## config.mk

```make
export PLATFORM = sky130hd
export DESIGN_NAME = one_shot_alarm_timer_core
export DESIGN_NICKNAME = d
export VERILOG_FILES = /design/src/rtl/osat_pkg.sv /design/src/rtl/one_shot_alarm_timer_core.sv
export SDC_FILE = /design/constraint.sdc
export NUM_CORES = 1
export LEC_CHECK = 0
export ABC_CLOCK_PERIOD_IN_PS = 7800
export BUFFER_PORTS_ARGS = -buffer_cell sky130_fd_sc_hd__buf_4
export CORE_MARGIN = 2
export CORE_UTILIZATION = 57
export DETAILED_ROUTE_END_ITERATION = 12
export GPL_TIMING_DRIVEN = 0
export PLACE_DENSITY = 0.88
export SLEW_MARGIN = 20
export SYNTH_ARGS = -nofsm -noshare
export SYNTH_HDL_FRONTEND = slang
export SYNTH_SLANG_ARGS = --single-unit
export TNS_END_PERCENT = 30
```

## constraint.sdc

```tcl
create_clock -name i_clk -period 7.8 [get_ports i_clk]
set_clock_uncertainty 0.2 [all_clocks]
set_input_delay 1.56 -clock i_clk [delete_from_list [all_inputs] [get_ports i_clk]]
set_output_delay 1.56 -clock i_clk [all_outputs]
set_load 0.01 [all_outputs]
```

## src/rtl/osat_pkg.sv

```systemverilog
// Shared types, constants and the target test for the one-shot alarm timer.
// No dependencies; used by one_shot_alarm_timer_core.
package osat_pkg;

    localparam int unsigned TIME_BITS       = 32;
    localparam int unsigned HW_COUNTER_BITS = 16;
    localparam int unsigned MIN_LEAD_TICKS  = 5;
    localparam int unsigned FUNC_BITS       = 3;

    localparam logic [TIME_BITS-1:0] HALF_RANGE = 32'h7FFF_FFFF;
    localparam logic [TIME_BITS-1:0] MIN_LEAD   = TIME_BITS'(MIN_LEAD_TICKS);

    typedef enum logic [FUNC_BITS-1:0] {
        FUNC_TICK  = 3'd0,
        FUNC_LATCH = 3'd1,
        FUNC_START = 3'd2,
        FUNC_STOP  = 3'd3,
        FUNC_READ  = 3'd4
    } t_func;

    typedef struct packed {
        logic                       ok;      // target still ahead by enough ticks
        logic                       arm;     // target lies within one hardware span
        logic [HW_COUNTER_BITS-1:0] value;   // low bits of the target
    } t_load;

    // True when the distance fits inside one span of the hardware count.
    function automatic logic within_span(input logic [TIME_BITS-1:0] gap);
        return gap[TIME_BITS-1:HW_COUNTER_BITS] == '0;
    endfunction

    // Classifies a target against the current time.
    function automatic t_load load_target(input logic [TIME_BITS-1:0] target,
                                          input logic [TIME_BITS-1:0] now);
        logic [TIME_BITS-1:0] gap;
        logic [TIME_BITS-1:0] gap_m1;
        t_load                res;
        gap       = target - now;
        gap_m1    = gap - TIME_BITS'(1);
        res.ok    = (gap_m1 < HALF_RANGE) && (gap >= MIN_LEAD);
        res.arm   = res.ok && within_span(gap);
        res.value = target[HW_COUNTER_BITS-1:0];
        return res;
    endfunction

endpackage

```

## src/rtl/one_shot_alarm_timer_core.sv

```systemverilog
// One-shot alarm timer on an extended 32-bit tick counter.
// Depends on osat_pkg (types, constants and the target test).
//
//  channel | direction | handshake            | payload
//  --------+-----------+----------------------+---------------------------------------
//  command | in        | i_valid / o_stall    | i_func, i_timeout
//  result  | out       | o_valid / i_stall    | o_now_time, o_elapsed, o_alarm_active,
//          |           |                      | o_alarm_fired, o_fired_late,
//          |           |                      | o_compare_armed
//
// The timer state updates at the accepting edge and
// the result is held in an output register from the next cycle on.
// A new command transaction is taken in every cycle in which the result register is
// empty or is being emptied, so the sustained rate is one item per clock while i_stall stays low.
// o_stall rises only while a result sits in the output register and i_stall is high.
// Synchronous active-low reset clears the timer state and the result valid flag.
module one_shot_alarm_timer_core (
    input  logic                              i_clk,
    input  logic                              i_rst_n,
    input  logic                              i_valid,
    output logic                              o_stall,
    input  logic [osat_pkg::FUNC_BITS-1:0]    i_func,
    input  logic [osat_pkg::TIME_BITS-1:0]    i_timeout,
    output logic                              o_valid,
    input  logic                              i_stall,
    output logic [osat_pkg::TIME_BITS-1:0]    o_now_time,
    output logic [osat_pkg::TIME_BITS-1:0]    o_elapsed,
    output logic                              o_alarm_active,
    output logic                              o_alarm_fired,
    output logic                              o_fired_late,
    output logic                              o_compare_armed
);

    localparam int unsigned TB = osat_pkg::TIME_BITS;
    localparam int unsigned HB = osat_pkg::HW_COUNTER_BITS;

    // Timer state. The target (reference plus delay) is kept precomputed so that a
    // tick only needs the increment, subtracts from the target and the compares.
    logic [TB-1:0] r_tick_count,     n_tick_count;
    logic [TB-1:0] r_reference_time, n_reference_time;
    logic [TB-1:0] r_alarm_delay,    n_alarm_delay;
    logic [TB-1:0] r_target,         n_target;
    logic          r_running,        n_running;
    logic          r_pend_int,       n_pend_int;
    logic [HB-1:0] r_cmp_value,      n_cmp_value;
    logic          r_cmp_en,         n_cmp_en;

    // Result register.
    logic          r_out_valid;
    logic [TB-1:0] r_out_now;
    logic [TB-1:0] r_out_elapsed;
    logic          r_out_running;
    logic          r_out_fired;
    logic          r_out_late;
    logic          r_out_armed;

    logic          n_fired;
    logic          n_late;
    logic          accept;
    logic          tick_wrap;
    logic [TB-1:0] start_target;
    osat_pkg::t_load ovf_load;
    osat_pkg::t_load start_load;

    assign o_stall = r_out_valid && i_stall;
    assign accept  = i_valid && !o_stall;

    always_comb begin
        n_tick_count     = r_tick_count;
        n_reference_time = r_reference_time;
        n_alarm_delay    = r_alarm_delay;
        n_target         = r_target;
        n_running        = r_running;
        n_pend_int       = r_pend_int;
        n_cmp_value      = r_cmp_value;
        n_cmp_en         = r_cmp_en;
        n_fired          = 1'b0;
        n_late           = 1'b0;
        tick_wrap        = 1'b0;
        start_target     = r_reference_time + i_timeout;
        ovf_load         = osat_pkg::load_target(r_target, r_tick_count + TB'(1));
        start_load       = osat_pkg::load_target(start_target, r_tick_count);

        case (osat_pkg::t_func'(i_func))
            osat_pkg::FUNC_TICK: begin
                n_tick_count = r_tick_count + TB'(1);
                tick_wrap    = n_tick_count[HB-1:0] == '0;
                // On a wrap of the hardware count, a waiting alarm whose target now falls within
                // one span and is still ahead by enough ticks gets its compare armed.
                if (tick_wrap && r_pend_int && osat_pkg::within_span(r_target - n_tick_count)
                        && ovf_load.arm) begin
                    n_cmp_value = ovf_load.value;
                    n_cmp_en    = 1'b1;
                end
                if (n_cmp_en && (n_tick_count[HB-1:0] == n_cmp_value)) begin
                    n_cmp_en   = 1'b0;
                    n_running  = 1'b0;
                    n_pend_int = 1'b0;
                    n_fired    = 1'b1;
                end
            end
            osat_pkg::FUNC_LATCH: begin
                n_reference_time = r_tick_count;
                n_target         = r_tick_count + r_alarm_delay;
            end
            osat_pkg::FUNC_START: begin
                n_alarm_delay = i_timeout;
                n_target      = start_target;
                n_running     = 1'b1;
                n_pend_int    = 1'b1;
                if (start_load.arm) begin
                    n_cmp_value = start_load.value;
                    n_cmp_en    = 1'b1;
                end
                // Target already passed or too close: fire at once, leave the
                // compare as it was.
                if (!start_load.ok) begin
                    n_pend_int = 1'b0;
                    n_fired    = 1'b1;
                    n_late     = 1'b1;
                end
            end
            osat_pkg::FUNC_STOP: begin
                n_running = 1'b0;
            end
            default: begin
                // Read and the unused codes change nothing.
            end
        endcase
    end

    always_ff @(posedge i_clk) begin
        if (!i_rst_n) begin
            r_tick_count     <= '0;
            r_reference_time <= '0;
            r_alarm_delay    <= '0;
            r_target         <= '0;
            r_running        <= 1'b0;
            r_pend_int       <= 1'b0;
            r_cmp_value      <= '0;
            r_cmp_en         <= 1'b0;
            r_out_valid      <= 1'b0;
        end else begin
            if (accept) begin
                r_tick_count     <= n_tick_count;
                r_reference_time <= n_reference_time;
                r_alarm_delay    <= n_alarm_delay;
                r_target         <= n_target;
                r_running        <= n_running;
                r_pend_int       <= n_pend_int;
                r_cmp_value      <= n_cmp_value;
                r_cmp_en         <= n_cmp_en;
                r_out_valid      <= 1'b1;
            end else if (!i_stall) begin
                r_out_valid <= 1'b0;
            end
        end
    end

    // Result payload needs no reset; it loads on every accepted transaction.
    always_ff @(posedge i_clk) begin
        if (accept) begin
            r_out_now     <= n_tick_count;
            r_out_elapsed <= n_tick_count - n_reference_time;
            r_out_running <= n_running;
            r_out_fired   <= n_fired;
            r_out_late    <= n_late;
            r_out_armed   <= n_cmp_en;
        end
    end

    assign o_valid         = r_out_valid;
    assign o_now_time      = r_out_now;
    assign o_elapsed       = r_out_elapsed;
    assign o_alarm_active  = r_out_running;
    assign o_alarm_fired   = r_out_fired;
    assign o_fired_late    = r_out_late;
    assign o_compare_armed = r_out_armed;

`ifndef NO_ASSERTIONS
    // Stalling upstream only happens with a full result register.
    a_stall_needs_full: assert property (@(posedge i_clk) disable iff (!i_rst_n)
        o_stall |-> r_out_valid)
        else $error("stall raised with empty result register");

    // An accepted tick advances the time by exactly one.
    a_tick_step: assert property (@(posedge i_clk) disable iff (!i_rst_n)
        accept && (i_func == osat_pkg::FUNC_TICK)
        |=> r_tick_count == $past(r_tick_count) + TB'(1))
        else $error("tick did not advance time by one");

    // A late fire is always a fire.
    a_late_is_fire: assert property (@(posedge i_clk) disable iff (!i_rst_n)
        o_valid && o_fired_late |-> o_alarm_fired)
        else $error("late flag without fire");

    // A compare match stops the alarm and disarms the compare.
    a_match_clears: assert property (@(posedge i_clk) disable iff (!i_rst_n)
        o_valid && o_alarm_fired && !o_fired_late |-> !o_alarm_active && !o_compare_armed)
        else $error("compare fire left alarm running or armed");
`endif

endmodule
```

## After elaboration in Yosys (flattened, before gate mapping)

Cells that the tools add are included.

- Flip-flop bits (word level): 216
- Input bits: 39
- Output and inout bits: 70
- Word-level logic and storage cells: 77

- $add $sub $neg: 8
- Magnitude comparators: 4
- Equal/unequal tests: 7
- Mux-type cells: 22
- Reduce and logical (&&, ||, !) cells: 21

Operators by type and width:

| cell | number |
|---|---|
| $sub 32x32->32 | 3 |
| $add 32x32->32 | 2 |
| $ge 32x3->1 const B | 2 |
| $lt 32x31->1 const B | 2 |
| $mux 32 | 2 |
| $pmux 32 s2 | 1 |
| $sub 32x1->32 const B | 2 |
| $logic_not 16->1 | 3 |
| $mux 16 | 3 |
| $add 32x1->32 const B | 1 |
| $pmux 16 s2 | 1 |
| $eq 16x16->1 | 1 |
| $mux 1 | 11 |
| $logic_and 1x1->1 | 10 |
| $eq 3x2->1 const B | 2 |
| $pmux 1 s2 | 3 |
| $reduce_and 3->1 | 2 |
| $ne 2x2->1 const B | 2 |
| $reduce_and 2->1 | 2 |
| $reduce_bool 2->1 | 2 |
| $eq 3x1->1 const B | 1 |
| $logic_not 3->1 | 1 |
| $pmux 1 s3 | 1 |
| $ne 2x1->1 const B | 1 |
| $logic_not 1->1 | 1 |

## Longest topological paths before layout

Gate-level depths: netlist (run 1).

- Depth in word-level cells: 13
- Depth in mapped cells: 33
- Gate-level depth less buffers: 32

## Worst setup path after synthesis (run 1)

No wires, ideal clock.

- Path kind: input port to flip-flop
- From: in i_timeout[0] (netlist bit)
- To: reg r_cmp_value[10]
- Setup time: 0.128 ns
- Data arrival time: 7.624 ns
- Data required time: 7.472 ns
- Slack: -0.151 ns
- Cell stages on the path: 32
- Path buffers: 1
- Cell sequence: ha_1 inv_1 fa_1 nor2b_1 o21ai_0 a21boi_0 o21ai_0 a21boi_0 o21ai_0 a21oi_1 nor2_1 a2111oi_0 nor2_1 a2111oi_0 o31a_1 a211oi_1 o21bai_1 a21oi_1 xnor2_1 ha_1 nor3b_1 a21oi_1 o211ai_1 nor4_1 o2111ai_1 a311oi_1 nand4_1 nor4_1 o21ai_1 clkbuf_1 mux2i_1 nor2_1

- Longest elaborated chain between the ends: 8
- Elaborated cells between the ends (all ways): 12
- Those cells by class: add/sub: 3; order compare: 2; eq/ne: 1; mux: 2; reduce/logical: 4

RTL lines:

| item | RTL line | text |
|---|---|---|
| from (decl) | one_shot_alarm_timer_core.sv:23 | `input logic [osat_pkg::TIME_BITS-1:0] i_timeout,` |
| $add 32x32->32 (*) | one_shot_alarm_timer_core.sv:80 | `start_target = r_reference_time + i_timeout;` |
| $sub 32x32->32 | osat_pkg.sv:38 | `gap = target - now;` |
| $sub 32x1->32 | osat_pkg.sv:39 | `gap_m1 = gap - TIME_BITS'(1);` |
| $lt 32x31->1 | osat_pkg.sv:40 | `res.ok = (gap_m1 < HALF_RANGE) && (gap >= MIN_LEAD);` |
| $logic_and 1x1->1 | osat_pkg.sv:40 |  |
| $logic_and 1x1->1 | osat_pkg.sv:41 | `res.arm = res.ok && within_span(gap);` |
| $ne 2x2->1 (no line) | - |  |
| $reduce_and 3->1 (no line) | - |  |
| to (signal assigned) | one_shot_alarm_timer_core.sv:151 | `r_cmp_value <= n_cmp_value;` |
| to (decl) | one_shot_alarm_timer_core.sv:45 | `logic [HB-1:0] r_cmp_value, n_cmp_value;` |

Mark *: on every way between the ends. The rest lies on a longest branch, timed or not. The select of a mux whose other input is x is not followed.
A chain may end at the register's enable or synchronous reset.

## Worst setup path after layout (run 1)

- From: in i_timeout[0] (netlist bit)
- To: reg r_cmp_value[1]

Same word-level chain as after synthesis.

==> run_results.csv, run 1 <==
group,metric,value,unit
detailed_routing,viasPerCell,6.43,
timing,worst_pin_slew,1.04,ns
timing,final.setup.tns,0,ns
logic_synthesis,avgSynthCellArea,7.94,sq um
cells_and_area,drive_gt1_share,11.1,%
logic_synthesis,synthFlopType,"dfxtp_1",
cts,cts.path.max_buffers,3,
logic_synthesis,synthesis.nets,2446,
logic_synthesis,yosys.cell_types.count,92,
grt,grt_pass1_wl,91800,um
power,ir_worst_vdd,0.000162,V
floorplanning,rows,64,
critical_path,critPathKind,"input pin to register",
placement,place_congestion,1.01,
floorplanning,die_h,181,um
cts,htree_levels,1,
grt,grt_max_degree,74,
logic_synthesis,synth_top_family_by_area,"simple AND/OR/NAND/NOR gates",
flow_run,drv_cap,0,
timing,hold_violations,0,
logic_synthesis,synthMuxAreaShare,3.43,%
logic_synthesis,ys_async_sr_fraction,0,%
power,p_switching,0.858,mW
detailed_routing,drt_pass1_iterations,6,
timing,fin_crit_sh,96.6,%
logic_synthesis,synth_area,17900,sq um
floorplanning,die_area,32800,sq um
logic_synthesis,synth_compound_area_share,21.3,%
logic_synthesis,yosys_warnings,0,
logic_synthesis,synthSimpleGateAreaFrac,21.5,%
detailed_routing,ant_nets,0,
power,swShare,29.8,%
grt,grt_pass1_vias,16700,
detailed_routing,vias,18100,
grt,grt-ovfl-total,0,
timing,min_period,7.53,ns
logic_synthesis,synth-seq-cells,216,
power,seqPwrFrac,42.5,%
logic_synthesis,synthAdderAreaFrac,11.1,%
cts,hold_buffers,0,
min_path,min_from,"r_alarm_delay[7]",
detailed_routing,drt_wl_total,60700,um
grt,antenna_found_initial,1,
cts,clock_latency,0.52,ns
power,power_density,141,nW/um^2
critical_path,rr_startpoint,"r_tick_count[9]",
timing,setup_viol,0,
grt,grt_use_total,35.7,%
logic_synthesis,synth-xor-area-share,10.3,%
cells_and_area,area_growth,14.1,%
timing,finalMaxSlewViolations,0,
floorplanning,die_w,181,um
floorplanning,initial_core_util,58.2,%
floorplanning,core,30700,sq um
detailed_routing,first_iter_violations,2455,
cts,cts_tree,"built",
critical_path,cp_slowest_cell,"a2111oi_4",
detailed_routing,wl_per_cell,21.6,um
floorplanning,io_pins,109,
placement,placed_cell_area,19200,sq um
min_path,hold_path.class,"register to register",
power,p_leak,8.10,nW
cts,cts_buffers,23,
critical_path,max_stage_delay,0.42,ns
power,fin_total_pwr,2.88,mW
cts,ctsRootBufferMaster,"clkbuf_16",
power,combPwrFrac,21.2,%
logic_synthesis,synthesis.instances,2256,
timing,max_freq,0.133,GHz
placement,dp_hpwl,48400,um
power,clkPwrFrac,36.3,%
logic_synthesis,synth_edf_count,68,
critical_path,worstSetupEndpointType,"register",
critical_path,worstPathArrival,7.71,ns
cts,cts_num_sinks,216,
power,internal_power,2.02,mW
critical_path,worst-path-max-fanout,7,
cells_and_area,final_nets,2592,
timing,slew_headroom,30.5,%
critical_path,start_kind,"input pin",
critical_path,cp_data_required_time,7.98,ns
detailed_routing,drc,0,
placement,port_buffers,107,
critical_path,cp-startpoint,"i_timeout[0]",
logic_synthesis,seq_area_frac_synth,28.0,%
cells_and_area,finalInstanceArea,20400,sq um
outcome,outcome,"completed",
cts,cts.clk_slew.worst_paths,0.06,ns
path summary, 6_finish.rpt:
| path | end | slack [ns] | cells after the start |
|---|---|---|---|
| max reg2reg | o_alarm_active | 0.28 | 28 |
| max | r_cmp_value[1] | 0.27 | 32 |
| min reg2reg | r_alarm_delay[7] | 0.26 | 2 |
| min | r_alarm_delay[7] | 0.26 | 2 |
cell usage after synthesis, drive strengths merged (8+ instances only):
| cell | n | share of area [%] |
|---|---|---|
| nand2 | 288 | 6.0 |
| a21oi | 208 | 5.9 |
| nor2 | 199 | 4.2 |
| xnor2 | 166 | 8.1 |
| dfxtp | 148 | 17 |
| ha | 146 | 10 |
| o21ai | 126 | 3.6 |
| inv | 98 | 2.1 |
| clkbuf | 81 | 1.7 |
| nand3 | 71 | 2.0 |
| edfxtp | 68 | 11 |
| nor3 | 61 | 1.7 |
| mux2i | 58 | 3.2 |
| a21o | 44 | 1.8 |
| a31oi | 43 | 1.5 |
| nor2b | 32 | 1.1 |
| or3 | 30 | 1.0 |
| nand2b | 28 | 0.98 |
| xor2 | 24 | 1.2 |
| a211oi | 22 | 0.95 |
| buf | 22 | 0.64 |
| nor4 | 20 | 0.85 |
| nand4 | 19 | 0.73 |
| and2 | 18 | 0.63 |
| o21a | 17 | 0.71 |
| o21bai | 14 | 0.59 |
| a21boi | 11 | 0.46 |
| o211ai | 11 | 0.46 |
| o31ai | 11 | 0.49 |
| a2111oi | 10 | 0.64 |
| nor3b | 10 | 0.42 |
| and3 | 9 | 0.31 |
| o22ai | 9 | 0.31 |
| or2 | 8 | 0.28 |
| xnor3 | 8 | 1.0 |
repair_timing:
| action | CTS | global route |
|---|---|---|
| setup endpoints to repair | 27 | 26 |
| cloned | 0 | 0 |
| gates resized for setup | 41 | 55 |
| setup buffers | 6 | 14 |
| pin swaps | 7 | 23 |
cell usage in the layout (no fill, tap or decap), types with 15 or more instances in the layout:
| cell type | Yosys | layout |
|---|---|---|
| nor4_1 | 17 | 15 |
| buf_4 | 1 | 127 |
| inv_1 | 96 | 96 |
| nand3_1 | 70 | 65 |
| a21oi_1 | 207 | 203 |
| xnor2_1 | 166 | 163 |
| a31oi_1 | 43 | 43 |
| nor3_1 | 60 | 53 |
| and2_1 | 18 | 18 |
| nor2b_1 | 32 | 32 |
| mux2i_1 | 58 | 58 |
| a211oi_1 | 21 | 19 |
| a21o_1 | 44 | 44 |
| buf_2 | 16 | 15 |
| o21ai_0 | 120 | 115 |
| o21a_1 | 17 | 17 |
| xor2_1 | 24 | 24 |
| ha_1 | 146 | 141 |
| clkbuf_1 | 81 | 80 |
| nor2_1 | 199 | 194 |
| nand2b_1 | 28 | 28 |
| dfxtp_1 | 148 | 145 |
| clkbuf_16 | 0 | 23 |
| edfxtp_1 | 68 | 68 |
| nand4_1 | 17 | 17 |
| nand2_1 | 288 | 288 |
| or3_1 | 30 | 29 |
state kept, by name (all words and copies together) (netlist names):
signal,cells
o_fired_late,1
o_now_time,32
o_elapsed,32
o_alarm_active,1
r_running,1
r_cmp_en,1
o_alarm_fired,1
r_cmp_value,16
r_reference_time,32
r_target,32
o_compare_armed,1
r_tick_count,32
o_valid,1
r_pend_int,1
r_alarm_delay,32
critical path: cells and delay by family:
kind | cells | cell delay, ns
AO/OA/AOI/OAI | 14 | 2.76
XOR/XNOR | 1 | 0.31
adder cells (fa/ha/maj) | 3 | 0.84
buffers and inverters | 4 | 0.55
multiplexers | 1 | 0.18
AND/OR/NAND/NOR | 9 | 1.50
metal layers:
| layer | wire length, um | vias up | global-route usage, % | part of all wire, % |
|---|---|---|---|---|
| met5 | 0 | - | 0 | 0 |
| met4 | 2420 | 0 | 13.6 | 4.0 |
| met3 | 7640 | 131 | 6.39 | 13 |
| li1 | - | 8409 | - | - |
| met1 | 25000 | 8479 | 50.4 | 41 |
| met2 | 25600 | 1090 | 54.2 | 42 |
layout make-up:
type                       count  area [sq um]
multi-input combinational   1835         12500
fill                        2592         10300
sequential                   216          5010
timing repair buffer         127           953
clock buffer                  32           609
tap                          396           495
buffer                        97           422
inverter                     102           388
clock inverter                 9          66.3
antenna                        1          2.50
per-stage QoR:
stage / hold slack [ns] / std cells / setup WS (ns) / utilization (%)
floorplan: 0.240 / 2256 / 0.0112 / -
global placement: 0.247 / 2759 / -2.09 / 62.5
detailed placement: 0.253 / 2759 / -2.17 / 62.5
CTS: 0.261 / 2805 / 0.0220 / 65.4
global route: 0.278 / 2814 / -0.0655 / 66.4
finish: 0.258 / 2815 / 0.268 / 66.4
power groups by stage:
| stage | Clock, mW | Combinational (mW) | Sequential [mW] |
|---|---|---|---|
| after detailed placement | 0 | 0.578 | 1.25 |
| after floorplan | 0 | 0.391 | 1.25 |
| final | 1.05 | 0.610 | 1.22 |
| after global placement | 0 | 0.566 | 1.25 |
| after global routing | 1.08 | 0.660 | 1.23 |
| after CTS | 1.04 | 0.588 | 1.22 |
logic make-up after synthesis:
| group | after synthesis |
|---|---|
| and+or+nand+nor | 817 |
| AOI/OAI and AO/OA | 602 |
| DFF | 216 |
| buffers and inverters | 205 |
| xor gates and xnor gates | 198 |
| adders and majority gates | 157 |
| muxes | 61 |
(Power assumes the default switching activity.)
==> run 2, diff against run 1 <==
--- a/config.mk
+++ b/config.mk
@@ -5,13 +5,13 @@
 export SDC_FILE = /design/constraint.sdc
 export NUM_CORES = 1
 export LEC_CHECK = 0
-export ABC_CLOCK_PERIOD_IN_PS = 7800
+export ABC_CLOCK_PERIOD_IN_PS = 7100
 export BUFFER_PORTS_ARGS = -buffer_cell sky130_fd_sc_hd__buf_4
 export CORE_MARGIN = 2
-export CORE_UTILIZATION = 57
+export CORE_UTILIZATION = 60
 export DETAILED_ROUTE_END_ITERATION = 12
 export GPL_TIMING_DRIVEN = 0
-export PLACE_DENSITY = 0.88
+export PLACE_DENSITY = 0.89
 export SLEW_MARGIN = 20
 export SYNTH_ARGS = -nofsm -noshare
 export SYNTH_HDL_FRONTEND = slang
==> constraint.sdc (replaced) <==
create_clock -name i_clk -period 7.1 [get_ports i_clk]
set_clock_uncertainty 0.2 [all_clocks]
set_input_delay 1.42 -clock i_clk [delete_from_list [all_inputs] [get_ports i_clk]]
set_output_delay 1.42 -clock i_clk [all_outputs]
set_load 0.01 [all_outputs]
==> run 2 against run 1 <==
The run now ends with negative setup slack left. Count of clock-buffer cells in the layout shrank 5. Sequential share of layout area shrank 0.30 points. Die area shrank 4.9%.
==> run_results.csv, run 2 (same netlist as run 1, synthesis figures left out) <==
group,metric,value,unit
cts,clock_latency,0.54,ns
cells_and_area,final_cell_mix,"288 x nand2_1, 199 x a21oi_1, 190 x nor2_1",
timing,max_freq,0.136,GHz
cts,cts.clk_slew.worst_paths,0.07,ns
power,ir_worst_vdd,0.000170,V
grt,antenna_found_initial,2,
timing,hold_slack,0.260,ns
floorplanning,rows,63,
timing,worst_pin_slew,0.899,ns
outcome,failed_checks,"negative setup slack",
critical_path,max_stage_delay,0.65,ns
cts,cts_tree,"built",
floorplanning,initial_core_util,60.7,%
critical_path,cp-startpoint,"r_tick_count[14]",
grt,grt-ovfl-total,0,
cts,htree_levels,1,
detailed_routing,vias,18200,
critical_path,worstPathArrival,7.44,ns
cells_and_area,instances_no_fill,2822,
critical_path,cp_slowest_cell,"nor4_4",
outcome,outcome,"finished, violations left",
timing,hold_violations,0,
placement,place_congestion,1.01,
placement,placed_cell_area,19200,sq um
timing,min_period,7.34,ns
critical_path,critPathKind,"register to register",
timing,setup_viol,20,
flow_run,drv_cap,0,
floorplanning,io_pins,109,
critical_path,start_kind,"register",
cells_and_area,drive_gt1_share,12.6,%
timing,slew_headroom,39.9,%
power,p_leak,8.23,nW
floorplanning,die_w,177,um
placement,dp_hpwl,47700,um
cells_and_area,final_nets,2604,
grt,grt_pass1_vias,16900,
timing,layout_setup_ws,-0.241,ns
cts,hold_buffers,0,
cells_and_area,final_util,70.2,%
cells_and_area,area_growth,15.6,%
critical_path,rr_startpoint,"r_tick_count[14]",
critical_path,cp_data_required_time,7.20,ns
detailed_routing,viasPerCell,6.44,
min_path,hold_path.class,"register to register",
power,power_density,155,nW/um^2
detailed_routing,drc,0,
placement,dpl.cell_count,2754,
cts,cts_buffers,23,
timing,rsz0062_at_grt,"yes",
grt,grt_max_degree,51,
cts,cts.path.max_buffers,3,
timing,finalMaxSlewViolations,0,
timing,fin_crit_sh,103,%
cells_and_area,layout_commonest_cell,"nand2_1",
floorplanning,die_h,177,um
cells_and_area,finalInstanceArea,20700,sq um
floorplanning,core,29500,sq um
grt,grt_use_total,37.8,%
cts,ctsRootBufferMaster,"clkbuf_16",
cts,cts_num_sinks,216,
detailed_routing,wl_per_cell,21.5,um
detailed_routing,first_iter_violations,2402,
detailed_routing,drt_pass1_iterations,6,
min_path,min_from,"r_alarm_delay[8]",
cells_and_area,nFillCells,2363,
grt,grt_pass1_wl,91400,um
timing,final.setup.tns,-2.28,ns
detailed_routing,ant_nets,0,
critical_path,worstSetupEndpointType,"register",
floorplanning,die_area,31200,sq um
detailed_routing,drt_wl_total,60600,um
placement,port_buffers,107,
critical_path,worst-path-max-fanout,10,
==> run 2: cell types whose count changed in the layout (fill, tap and decap cells not counted), moves of 3 or more <==
cell	before	now
buf_4	127	139
clkbuf_1	80	75
a21oi_1	203	199
a21oi_2	4	8
dfxtp_1	145	141
dfxtp_2	2	6
nor2_1	194	190
o21ai_0	115	111
o21ai_1	5	9
buf_6	2	5
nor2_2	2	5
nor4_1	15	12
nor4_2	2	5
==> run 2: worst paths after layout <==
kind	endpoint	slack [ns]	depth (start not counted)
setup / recovery	o_alarm_active	-0.24	28
hold / removal	r_alarm_delay[8]	0.26	2
hold reg to reg	r_alarm_delay[8]	0.26	2
setup reg to reg	o_alarm_active	-0.24	28
==> run 2: per-layer routing <==
layer,wire length [um],GRT usage [%],vias up,share of wire [%]
li1,-,-,8429,-
met1,24400,52.9,8437,40
met2,25500,57.2,1135,42
met3,7990,6.62,159,13
met4,2650,16.3,0,4.4
met5,0,0,-,0
==> run 2: repair_timing <==
item                                    CTS  global route
resized for setup                        94            32
endpoints found under the setup margin   33            27
pin swaps                                27            29
setup buffers                            18            12
gates cloned                              0             1
==> run 2: power breakdown <==
| group | internal, mW | leakage, nW | total, mW | switching [mW] |
|---|---|---|---|---|
| clock | 0.666 | 0.342 | 1.19 | 0.526 |
| sequential | 1.32 | 1.89 | 1.34 | 0.0267 |
| combinational | 0.277 | 6.00 | 0.680 | 0.404 |
| total | 2.26 | 8.23 | 3.22 | 0.956 |
==> run 2: worst max-delay path: cells and delay by family, from the launching register on <==
family / cells / cell delay (ns)
and+or+nand+nor: 18 / 4.03
DFF: 1 / 0.38
AOI/OAI and AO/OA: 5 / 1.29
adders and majority gates: 1 / 0.39
xor gates and xnor gates: 1 / 0.10
buffers and inverters: 3 / 0.69
==> run 2: area by class of cell <==
class | instances | area [sq um] | share of cell area, %
Buffer | 97 | 444 | 2.15
Multi-Input combinational cell | 1835 | 12600 | 60.8
Sequential cell | 216 | 5020 | 24.2
Timing Repair Buffer | 139 | 1070 | 5.17
Tap cell | 390 | 488 | 2.36
Clock buffer | 27 | 591 | 2.85
Clock inverter | 15 | 124 | 0.598
Inverter | 102 | 387 | 1.87
Antenna cell | 1 | 2.50 | 0.0121
==> run 2: per-stage QoR <==
stage               worst slack [ns]  power (mW)
global placement               -2.02        1.99
floorplan                    0.00412        1.80
finish                        -0.241        3.22
global route                  -0.535        3.32
CTS                           0.0136        3.18
detailed placement             -2.13        2.00
